**src/rtl/vmag_pkg.sv**
```systemverilog
// Shared types and the root-step function for the vector magnitude core.
`timescale 1ns / 1ps
`default_nettype none

package vmag_pkg;

    localparam int unsigned COMP_W  = 8;
    localparam int unsigned SUM_W   = 16;
    localparam int unsigned ROOT_W  = 9;
    localparam int unsigned MAG_W   = 8;
    localparam int unsigned TRIAL_W = 17;

    localparam logic METHOD_EXACT  = 1'b0;
    localparam logic METHOD_COARSE = 1'b1;

    // One item inside the root pipeline: partial remainder and doubled root.
    typedef struct packed {
        logic              vld;
        logic [SUM_W-1:0]  rem;
        logic [ROOT_W-1:0] root;
    } vmag_sq_t;

    // One restoring digit step at bit position k.
    function automatic vmag_sq_t vmag_root_step(vmag_sq_t d, int unsigned k);
        logic [TRIAL_W-1:0] trial;
        vmag_sq_t           r;
        r     = d;
        trial = ({{(TRIAL_W-ROOT_W){1'b0}}, d.root} + (TRIAL_W'(1) << k)) << k;
        if ({1'b0, d.rem} >= trial) begin
            r.rem  = d.rem - trial[SUM_W-1:0];
            r.root = d.root | (ROOT_W'(2) << k);
        end
        return r;
    endfunction

endpackage

`default_nettype wire

```
**src/rtl/vector_magnitude_int_sqrt_core.sv**
```systemverilog
// Top level of the integer vector magnitude core.
// Computes the integer length of a vector of two signed bytes.
// Input stream: s_tdata carries comp_x (bits 7:0) and comp_y (bits 15:8);
// a transfer happens when s_tvalid and s_tready are both high.
// Output stream: m_tdata carries the 8-bit magnitude, one result per input.
// cfg_we/cfg_wdata write the method bit: 0 exact floor root, 1 coarse
// approximation that drops low bits of the sum of squares first.
// Write the method only while no items are in flight.
// From input transfer to m_tvalid an item passes one stage for the
// squares, one for the sum, and four root stages of two digit steps each.
// One item per cycle when not stalled; every stage holds a valid bit.
// When the receiver stalls (m_tvalid high, m_tready low) the whole pipeline
// holds and s_tready drops, so nothing is lost or repeated.
// Synchronous reset clears all valid bits and sets the method to exact.
`timescale 1ns / 1ps
`default_nettype none

module vector_magnitude_int_sqrt_core
    import vmag_pkg::*;
(
    input  wire logic        aclk,
    input  wire logic        aresetn,
    input  wire logic        cfg_we,
    input  wire logic        cfg_wdata,
    input  wire logic        s_tvalid,
    output logic             s_tready,
    input  wire logic [15:0] s_tdata,   // comp_x [7:0], comp_y [15:8]
    output logic             m_tvalid,
    input  wire logic        m_tready,
    output logic [7:0]       m_tdata    // magnitude [7:0]
);

    localparam int unsigned NUM_ROOT_STAGES = 4;

    logic     method_reg;
    logic     en;
    vmag_sq_t pipe [NUM_ROOT_STAGES+1];

    always_ff @(posedge aclk) begin
        if (!aresetn) begin
            method_reg <= METHOD_EXACT;
        end else if (cfg_we) begin
            method_reg <= cfg_wdata;
        end
    end

    // Advance all stages together unless the output is held.
    assign en       = !m_tvalid || m_tready;
    assign s_tready = en;

    vmag_sumsq u_sumsq (
        .aclk    (aclk),
        .aresetn (aresetn),
        .en      (en),
        .in_vld  (s_tvalid),
        .comp_x  (s_tdata[7:0]),
        .comp_y  (s_tdata[15:8]),
        .method  (method_reg),
        .sum_out (pipe[0])
    );

    for (genvar g = 0; g < NUM_ROOT_STAGES; g++) begin : g_root
        vmag_root_stage #(
            .TOP_BIT (7 - 2 * g)
        ) u_stage (
            .aclk    (aclk),
            .aresetn (aresetn),
            .en      (en),
            .d       (pipe[g]),
            .q       (pipe[g+1])
        );
    end

    assign m_tvalid = pipe[NUM_ROOT_STAGES].vld;
    assign m_tdata  = pipe[NUM_ROOT_STAGES].root[MAG_W:1];

    // Result is never beyond the largest possible length.
    assert property (@(posedge aclk) disable iff (!aresetn)
        m_tvalid |-> (m_tdata <= 8'd181))
        else $error("magnitude out of range");

    // Floor-root remainder bound: rem <= 2*root.
    assert property (@(posedge aclk) disable iff (!aresetn)
        m_tvalid |-> ({1'b0, pipe[NUM_ROOT_STAGES].rem} <=
                      {8'h00, pipe[NUM_ROOT_STAGES].root}))
        else $error("root remainder too large");

    // A stall freezes the middle of the pipeline.
    assert property (@(posedge aclk) disable iff (!aresetn)
        !en |=> $stable(pipe[0]) && $stable(pipe[2].vld))
        else $error("pipeline moved during stall");

    // Root bit zero of the doubled root is never set.
    assert property (@(posedge aclk) disable iff (!aresetn)
        m_tvalid |-> !pipe[NUM_ROOT_STAGES].root[0])
        else $error("doubled root has odd value");

endmodule

`default_nettype wire

```
**src/rtl/vmag_sumsq.sv**
```systemverilog
// Two-stage front end: component squares, then sum of squares with optional coarsening.
`timescale 1ns / 1ps
`default_nettype none

module vmag_sumsq
    import vmag_pkg::*;
(
    input  wire logic                     aclk,
    input  wire logic                     aresetn,
    input  wire logic                     en,
    input  wire logic                     in_vld,
    input  wire logic signed [COMP_W-1:0] comp_x,
    input  wire logic signed [COMP_W-1:0] comp_y,
    input  wire logic                     method,
    output vmag_sq_t                      sum_out
);

    logic [COMP_W:0]  abs_x;
    logic [COMP_W:0]  abs_y;
    logic             sq_vld_reg;
    logic [SUM_W-1:0] sq_x_reg;
    logic [SUM_W-1:0] sq_y_reg;
    logic [SUM_W-1:0] sum;
    logic [SUM_W-1:0] sum_next;
    vmag_sq_t         sum_reg;

    assign abs_x = comp_x[COMP_W-1] ? ((COMP_W+1)'(0) - {comp_x[COMP_W-1], comp_x})
                                    : {1'b0, comp_x};
    assign abs_y = comp_y[COMP_W-1] ? ((COMP_W+1)'(0) - {comp_y[COMP_W-1], comp_y})
                                    : {1'b0, comp_y};

    always_ff @(posedge aclk) begin
        if (!aresetn) begin
            sq_vld_reg <= 1'b0;
        end else if (en) begin
            sq_vld_reg <= in_vld;
        end
    end

    always_ff @(posedge aclk) begin
        if (en) begin
            sq_x_reg <= SUM_W'(abs_x) * SUM_W'(abs_x);
            sq_y_reg <= SUM_W'(abs_y) * SUM_W'(abs_y);
        end
    end

    assign sum = sq_x_reg + sq_y_reg;

    // Coarse mode drops low bits by magnitude range before the root.
    always_comb begin
        sum_next = sum;
        if (method == METHOD_COARSE) begin
            if (sum[SUM_W-1:11] != '0) begin
                sum_next = {sum[SUM_W-1:8], 8'h00};
            end else if (sum[SUM_W-1:7] != '0) begin
                sum_next = {sum[SUM_W-1:4], 4'h0};
            end
        end
    end

    always_ff @(posedge aclk) begin
        if (!aresetn) begin
            sum_reg.vld <= 1'b0;
        end else if (en) begin
            sum_reg.vld <= sq_vld_reg;
        end
    end

    always_ff @(posedge aclk) begin
        if (en) begin
            sum_reg.rem  <= sum_next;
            sum_reg.root <= '0;
        end
    end

    assign sum_out = sum_reg;

endmodule

`default_nettype wire

```
**src/rtl/vmag_root_stage.sv**
```systemverilog
// One register stage of the root pipeline: two restoring digit steps.
`timescale 1ns / 1ps
`default_nettype none

module vmag_root_stage
    import vmag_pkg::*;
#(
    parameter int unsigned TOP_BIT = 7
) (
    input  wire logic     aclk,
    input  wire logic     aresetn,
    input  wire logic     en,
    input  wire vmag_sq_t d,
    output vmag_sq_t      q
);

    vmag_sq_t step_hi;
    vmag_sq_t stage_next;
    vmag_sq_t stage_reg;

    assign step_hi    = vmag_root_step(d, TOP_BIT);
    assign stage_next = vmag_root_step(step_hi, TOP_BIT - 1);

    always_ff @(posedge aclk) begin
        if (!aresetn) begin
            stage_reg.vld <= 1'b0;
        end else if (en) begin
            stage_reg.vld <= d.vld;
        end
    end

    always_ff @(posedge aclk) begin
        if (en) begin
            stage_reg.rem  <= stage_next.rem;
            stage_reg.root <= stage_next.root;
        end
    end

    assign q = stage_reg;

endmodule

`default_nettype wire

```
**config.mk**
```make
export PLATFORM = sky130hd
export DESIGN_NAME = vector_magnitude_int_sqrt_core
export DESIGN_NICKNAME = d
export VERILOG_FILES = /design/src/rtl/vmag_pkg.sv /design/src/rtl/vector_magnitude_int_sqrt_core.sv /design/src/rtl/vmag_sumsq.sv /design/src/rtl/vmag_root_stage.sv
export SDC_FILE = /design/constraint.sdc
export NUM_CORES = 1
export LEC_CHECK = 0
export ABC_CLOCK_PERIOD_IN_PS = 6900
export BUFFER_PORTS_ARGS = -buffer_cell sky130_fd_sc_hd__buf_2
export CAP_MARGIN = 20
export CORE_MARGIN = 5
export CORE_UTILIZATION = 52
export CTS_BUF_LIST = sky130_fd_sc_hd__clkbuf_4 sky130_fd_sc_hd__clkbuf_8 sky130_fd_sc_hd__clkbuf_16
export DETAILED_ROUTE_END_ITERATION = 6
export PLACE_DENSITY = 0.68
export SETUP_SLACK_MARGIN = 0.5
export SLEW_MARGIN = 0
export SYNTH_ARGS = -nofsm -noshare
export SYNTH_HDL_FRONTEND = slang
export SYNTH_SLANG_ARGS = --single-unit
```
**constraint.sdc**
```tcl
create_clock -name aclk -period 6.9 [get_ports aclk]
set_input_delay 0.69 -clock aclk [delete_from_list [all_inputs] [get_ports aclk]]
set_output_delay 0.69 -clock aclk [all_outputs]
set_load 0.02 [all_outputs]
```
# After elaboration in Yosys (flattened, before gate mapping)

Index checks and enable logic that the tools add are counted.

Register bits after elaboration: 139
Logic and storage cells: 64

Add/subtract/negate cells: 17
$mul: 2
$lt $le $gt $ge: 8
Muxes and demuxes: 12
Reductions and logical operators: 4

Operators with widths:

| operator                 | count |
|---|---|
| $mux W25                 | 7 |
| $ge A16 B17 Y1           | 7 |
| $sub A16 B16 Y16         | 6 |
| $mul A9 B9 Y16           | 2 |
| $mux W9                  | 2 |
| $sub A1 B8 Y9 const A    | 2 |
| $add A16 B16 Y16         | 1 |
| $ge A16 B15 Y1 const B   | 1 |
| $mux W8                  | 2 |
| $sub A16 B15 Y16 const B | 1 |
| $add A9 B1 Y10 const B   | 1 |
| $add A9 B2 Y10 const B   | 1 |
| $add A9 B3 Y10 const B   | 1 |
| $add A9 B4 Y10 const B   | 1 |
| $add A9 B5 Y10 const B   | 1 |
| $add A9 B6 Y10 const B   | 1 |
| $add A9 B7 Y10 const B   | 1 |
| $reduce_bool A9 Y1       | 1 |
| $reduce_bool A5 Y1       | 1 |
| $mux W4                  | 1 |
| $logic_not A1 Y1         | 1 |
| $logic_or A1 B1 Y1       | 1 |

# Longest topological paths before layout

Gate-level depths: netlist of run 1.

Depth in word-level cells: 6
Gate-level depth with buffers: 22
Gate-level depth less buffers: 22

# Hierarchy

From an unflattened synthesis of run 1, not the netlist that was laid out.

Cell total of the unflattened synthesis: 1558
Area, all modules: 15434.8 µm²

By module, submodules not included:

| module                               | instances | cells each | area each (µm²) |
|---|---|---|---|
| vmag_sumsq                           | 1         | 665        | 6279.8 |
| vmag_root_stage at g_root[3].u_stage | 1         | 272        | 2529.9 |
| vmag_root_stage at g_root[2].u_stage | 1         | 233        | 2399.8 |
| vmag_root_stage at g_root[1].u_stage | 1         | 214        | 2252.2 |
| vmag_root_stage at g_root[0].u_stage | 1         | 170        | 1930.6 |
| vector_magnitude_int_sqrt_core       | 1         | 4          | 42.5 |

# Worst setup path after synthesis of run 1

No wires, ideal clock.

Path kind: input -> register
From: in s_tdata[11]
To: reg u_sumsq.sq_y_reg[14] (data pin)
Library setup time: 268 ps
Arrival time: 4933 ps
Setup slack: 1699 ps
Cell stages on the path: 19
Path through: nor4_1 > a21boi_0 > xnor2_1 > nor2_1 > inv_1 > fa_1 > inv_1 > fa_1 > inv_1 > fa_1 > fa_1 > inv_1 > ha_1 > o21ai_0 > a21oi_1 > o21ai_0 > a21oi_1 > o21a_1 > o211ai_1

Cells in the longest elaborated chain, start to end: 3

RTL lines:

| what                   | line                                 | RTL |
|---|---|---|
| start: declaration     | vector_magnitude_int_sqrt_core.sv:27 | `input wire logic [15:0] s_tdata,` |
| $sub A1 B8 Y9          | vmag_sumsq.sv:29                     | `assign abs_y = comp_y[COMP_W-1] ? ((COMP_W+1)'(0) - {comp_y[COMP_W-1], comp_y})` |
| $mux W9 *              | vmag_sumsq.sv:29                     |  |
| $mul A9 B9 Y16 *       | vmag_sumsq.sv:43                     | `sq_y_reg <= SUM_W'(abs_y) * SUM_W'(abs_y);` |
| end signal: assignment | vmag_sumsq.sv:43                     |  |
| end: declaration       | vmag_sumsq.sv:22                     | `logic [SUM_W-1:0] sq_y_reg;` |

Every way passes the cells marked *; elsewhere a longest branch is shown, timed or not.
A chain may end at the register's enable or synchronous reset.

# Worst setup path after layout of run 1

From: in s_tdata[0]
To: reg u_sumsq.sq_x_reg[14] (data pin)

Cells in the longest elaborated chain, start to end: 3

RTL lines:

| what                   | line             | RTL |
|---|---|---|
| $sub A1 B8 Y9          | vmag_sumsq.sv:27 | `assign abs_x = comp_x[COMP_W-1] ? ((COMP_W+1)'(0) - {comp_x[COMP_W-1], comp_x})` |
| $mux W9 *              | vmag_sumsq.sv:27 |  |
| $mul A9 B9 Y16 *       | vmag_sumsq.sv:42 | `sq_x_reg <= SUM_W'(abs_x) * SUM_W'(abs_x);` |
| end signal: assignment | vmag_sumsq.sv:42 |  |
| end: declaration       | vmag_sumsq.sv:21 | `logic [SUM_W-1:0] sq_x_reg;` |

Marks and branches as above.

==> flow_summary.yaml, run 1 <==
floorplan:
  die_h_um: 154
  ios: 32
  initial_core_util: 0.531
  core_area_mm2: 0.0204
  fp-row-count: 52
  die_w_um: 154
  dieArea_mm2: 0.0238
clock_network:
  cts_max_level: 4
  clk_latency_ns: 0.42
  clk_path_buf_depth: 2
  cts_buffers: 17
  numClockSinks: 121
  post_cts_resize_count: 0
  cts_hold_buf: 0
  post-cts-setup-buffer-count: 0
  cts_tree: "done"
  ctsRootBufferMaster: "clkbuf_16"
  clk_pin_slew_ns: 0.06
logic_synthesis:
  synth_compound_area_frac: 0.135
  yosysSeqAreaShare: 0.330
  synth_top_area_frac: 0.317
  syn-instance-count: 1089
  synth-edff-count: 114
  synth_area_leaders: "edfxtp_1, ha_1, fa_1"
  ys_warn_count: 0
  synth_ff_type: "edfxtp_1"
  async_flop_share: 0
  synthXorXnorAreaFrac: 0.0616
  yosys.area.top_type: "edfxtp_1"
  ys_ff_latch: 121
  synth_common_cells: "inv_1, ha_1, edfxtp_1"
  synthSimpleGateAreaFrac: 0.127
  synth.most_common_cell: "inv_1"
  synthAdderAreaFrac: 0.259
  post_synth_num_cell_types: 73
  synth_area_mm2: 0.0108
  synth_top_family_by_area: "adder cells"
  avgSynthCellArea_um2: 9.93
  synth_mux_area_frac: 0.0160
critical_path:
  crit_path_end_kind: "register"
  r2r_slack_ns: 2.40
  r2r_end: "g_root[3].u_stage.q[1]"
  crit_arrival_ns: 5.77
  cp.required_ns: 7.06
  reg2regPathDepth: 12
  worstSetupStartpointType: "input pin"
  cp_max_fo: 8
  worst-setup-path-type: "input pin to register"
  rr_startpoint: "g_root[2].u_stage.q[18]"
drt:
  routedWlPerCell_um: 14.8
  dr.pass1.iters: 5
  via_per_inst: 5.38
  final_antenna_net_count: 0
  finalWirelength_um: 21400
  num_vias: 7764
  drt_iter0_drc: 358
  drc: 0
place:
  placed_cell_area_mm2: 0.0114
  post-dp-hpwl_um: 17100
  finalWeightedCongestion: 0.890
  portBuffers: 31
  placed_cells: 1410
sta:
  setup-tns-final_ns: 0
  finClkSkew_ns: 0.00733
  timing.fmax_mhz: 178
  fin_crit_sh: 0.814
  grt_setup_unrepaired: "no"
  drv_slew: 0
  tightest_slew_ns: 0.935
  setup_viol_count_final: 0
  slew_headroom: 0.371
  hold_viol: 0
  timing.final.crit_period_ns: 5.61
grt:
  grt_overflow_total: 0
  grt.busiest_layer: "met2"
  met3_usage: 0.0366
  grt_util_met2: 0.371
  antenna_found_initial: 0
  grt_pass1_wl_um: 37000
  globalRouteMet1Util: 0.205
  grt_max_degree: 65
  grtUsageTotal: 0.190
  grt_pass1_vias: 7948
final_layout:
  drive_gt1_frac: 0.0776
  area_growth_pct: 11.2
  largest_register_ffs: 72
  fin_cells: 1442
  utilization: 0.591
  antennaDiodeCount: 0
  stdcell_area_mm2: 0.0120
  nets: 1365
worst_hold_path:
  min_path_cells: 0
  min_to: "g_root[0].u_stage.q[11]"
  hold_start: "u_sumsq.sum_out[11]"
  hold_class: "register to register"
outcome:
  status: "finished, final reports clean"
flow_run:
  drv_cap: 0
-- cell type report --
cell class                 count  area, um^2
fill                        1728        8340
clock buffer                  26         553
timing repair buffer          33         166
multi-input combinational    794        6600
tap                          270         338
clock inverter                 6        82.6
inverter                     192         723
sequential                   121        3560
-- worst max-delay path: stages --
cell and delay (ns):
buf_2 0.16, inv_1 0.11, ha_1 0.24, nand2b_1 0.16, xor2_1 0.52, inv_1 0.25
nand2_1 0.14, fa_1 0.42, inv_1 0.12, fa_1 0.43, ha_1 0.29, inv_1 0.05
fa_1 0.52, fa_1 0.48, nor2b_1 0.12, o21ai_0 0.11, a21oi_1 0.22, o21ai_0 0.14
a21oi_1 0.29, o21a_1 0.20, o211ai_1 0.10
-- cells in the final DEF, fill, tap and decap left out, types with 9 or more instances in the layout --
cell type  count
a21o_1        13
a21oi_1       68
a31oi_1        9
buf_2         31
clkbuf_16     19
conb_1        32
edfxtp_1     114
fa_1          66
ha_1         118
inv_1        188
mux2i_1        9
nand2_1       51
nand3_1       11
nand4_1       17
nor2_1        92
nor2b_1       14
nor3_1        15
nor4_1        10
o21a_1        20
o21ai_0       34
xnor2_1       44
xor2_1        32
-- metrics by stage --
| stage | hold slack (ns) | setup WS, ns |
|---|---|---|
| floorplan | 0.426 | 1.70 |
| detailed placement | 0.434 | 0.917 |
| global placement | 0.430 | 1.04 |
| CTS | 0.444 | 1.36 |
| finish | 0.445 | 1.29 |
| global route | 0.452 | 0.860 |
-- how the worst max path moves through the flow --
stage	startpoint	to	slack (ns)	cells past startpoint
after floorplan	s_tdata[11]	u_sumsq.sq_y_reg[14]	1.70	19
after global placement	s_tdata[0]	u_sumsq.sq_x_reg[14]	1.04	21
after detailed placement	s_tdata[0]	u_sumsq.sq_x_reg[14]	0.92	21
after CTS	s_tdata[0]	u_sumsq.sq_x_reg[14]	1.36	21
after global routing	s_tdata[0]	u_sumsq.sq_x_reg[14]	0.86	21
final	s_tdata[0]	u_sumsq.sq_x_reg[14]	1.29	21
-- per-layer routing --
metal  up-vias  part of all wire
met5         -                 0
met4         0             0.019
met3        30             0.025
met2       111              0.56
met1      3723              0.40
li1       3900                 -
-- cell families (layout without fill, tap and decap cells) --
logic type	count (synthesis)	after routing
AND/OR/NAND/NOR	269	269
AO/OA/AOI/OAI	217	217
buffers and inverters	204	257
adder cells (fa/ha/maj)	184	184
flip-flops	121	121
XOR/XNOR	76	76
multiplexers	16	16
other	2	32
Power of run 1 is left out: the tool's default activity adds up to more than one toggle a clock period on the data nets, which glitch-free logic cannot reach.
==> run 2: changes to the inputs <==
--- a/config.mk
+++ b/config.mk
@@ -5,14 +5,14 @@
 export SDC_FILE = /design/constraint.sdc
 export NUM_CORES = 1
 export LEC_CHECK = 0
-export ABC_CLOCK_PERIOD_IN_PS = 6900
+export ABC_CLOCK_PERIOD_IN_PS = 4530
 export BUFFER_PORTS_ARGS = -buffer_cell sky130_fd_sc_hd__buf_2
 export CAP_MARGIN = 20
 export CORE_MARGIN = 5
 export CORE_UTILIZATION = 52
 export CTS_BUF_LIST = sky130_fd_sc_hd__clkbuf_4 sky130_fd_sc_hd__clkbuf_8 sky130_fd_sc_hd__clkbuf_16
 export DETAILED_ROUTE_END_ITERATION = 6
-export PLACE_DENSITY = 0.68
+export PLACE_DENSITY = 0.71
 export SETUP_SLACK_MARGIN = 0.5
 export SLEW_MARGIN = 0
 export SYNTH_ARGS = -nofsm -noshare
==> constraint.sdc (replaced) <==
create_clock -name aclk -period 4.53 [get_ports aclk]
set_input_delay 0.453 -clock aclk [delete_from_list [all_inputs] [get_ports aclk]]
set_output_delay 0.453 -clock aclk [all_outputs]
set_load 0.02 [all_outputs]
==> flow_summary.yaml, run 2 (synthesis results as in run 1) <==
sta:
  setup_viol_count_final: 0
  finClkSkew_ns: 0.00946
  slew_headroom: 0.505
  tightest_slew_ns: 0.743
  timing.fmax_mhz: 226
  grt_setup_unrepaired: "yes"
  hold_viol: 0
  drv_slew: 0
  hold_ws_ns: 0.309
  timing.final.crit_period_ns: 4.43
  fin_crit_sh: 0.978
floorplan:
  core_area_mm2: 0.0204
  dieArea_mm2: 0.0238
  ios: 32
  initial_core_util: 0.531
  fp-row-count: 52
  die_w_um: 154
  die_h_um: 154
place:
  placed_cell_area_mm2: 0.0125
  finalWeightedCongestion: 0.917
  portBuffers: 31
  post-dp-hpwl_um: 18000
drt:
  dr.pass1.iters: 5
  num_vias: 8493
  drc: 0
  via_per_inst: 5.34
  finalWirelength_um: 23600
  final_antenna_net_count: 0
  routedWlPerCell_um: 14.8
  drt_iter0_drc: 488
clock_network:
  ctsRootBufferMaster: "clkbuf_16"
  numClockSinks: 121
  cts_max_level: 4
  cts_hold_buf: 0
  clk_path_buf_depth: 2
  cts_buffers: 17
  clk_latency_ns: 0.42
  cts_tree: "done"
  clk_pin_slew_ns: 0.06
grt:
  grt_max_degree: 55
  grtUsageTotal: 0.203
  grt_pass1_vias: 8730
  grt_pass1_wl_um: 39600
  antenna_found_initial: 0
  grt_overflow_total: 0
critical_path:
  crit_arrival_ns: 4.60
  crit_path_end_kind: "register"
  cp_max_fo: 3
  worstSetupStartpointType: "input pin"
  cp.required_ns: 4.70
  worst-setup-path-type: "input pin to register"
final_layout:
  drive_gt1_frac: 0.281
  final_cell_mix: "inv_1, buf_4, edfxtp_1"
  stdcell_area_mm2: 0.0139
  antennaDiodeCount: 0
  area_growth_pct: 28.5
  nets: 1512
  largest_register_ffs: 72
  final_common_cell: "inv_1"
flow_run:
  drv_cap: 0
outcome:
  status: "finished, final reports clean"
worst_hold_path:
  hold_class: "input pin to register"
run 2: worst max-delay path: stages:
cell and delay, ns:
buf_8 0.10, nor4_4 0.31, a21boi_2 0.11, xnor2_2 0.16, nor2_1 0.13, inv_1 0.07
fa_1 0.57, inv_2 0.05, fa_1 0.49, inv_2 0.04, fa_1 0.46, fa_1 0.53
inv_2 0.04, ha_4 0.27, inv_2 0.03, o21a_1 0.19, o21ai_2 0.14, nand4_1 0.14
a31oi_1 0.22, xnor2_1 0.08
run 2: through the flow:
| step | TNS [ns] | worst slack, ns | std cells | utilization |
|---|---|---|---|---|
| 2_1_floorplan | -0.355 | -0.130 | 1119 | - |
| 3_3_place_gp | -2.70 | -0.337 | 1513 | 0.613 |
| 3_5_place_dp | -3.49 | -0.384 | 1513 | 0.613 |
| 4_1_cts | 0 | 0.111 | 1565 | 0.662 |
| 5_1_grt | -0.358 | -0.136 | 1589 | 0.682 |
| 6_report | 0 | 0.0996 | 1589 | 0.682 |
run 2: worst paths after layout:
kind | start | cells past startpoint | slack, ns | to
worst max-delay path | s_tdata[13] | 20 | 0.1 | u_sumsq.sq_y_reg[15]
worst min-delay path | s_tvalid | 3 | 0.31 | u_sumsq.sq_vld_reg
worst max register to register | g_root[1].u_stage.q[9] | 12 | 0.64 | g_root[2].u_stage.q[16]
worst min register to register | g_root[1].u_stage.q[6] | 0 | 0.44 | g_root[2].u_stage.q[6]
run 2: layer usage:
metal	vias to the layer above	global-route usage	wire, um
met5	-	0	0
met4	0	0.0845	779
met3	51	0.0338	619
met2	153	0.381	12900
met1	4096	0.225	9320
li1	4193	-	-
run 2: timing repair:
item,CTS,global route
buffers inserted,20,23
resized for setup,67,60
pin swaps,58,52
setup endpoints to repair,27,33
run 2: cell type report:
cell class                      count  area, um^2
Multi-Input combinational cell    794        7270
Fill cell                        1510        6470
Sequential cell                   121        3560
Timing Repair Buffer              180        1390
Inverter                          192         741
Clock buffer                       18         433
Tap cell                          270         338
Clock inverter                     14         161
Power of run 2 is left out for the same reason.
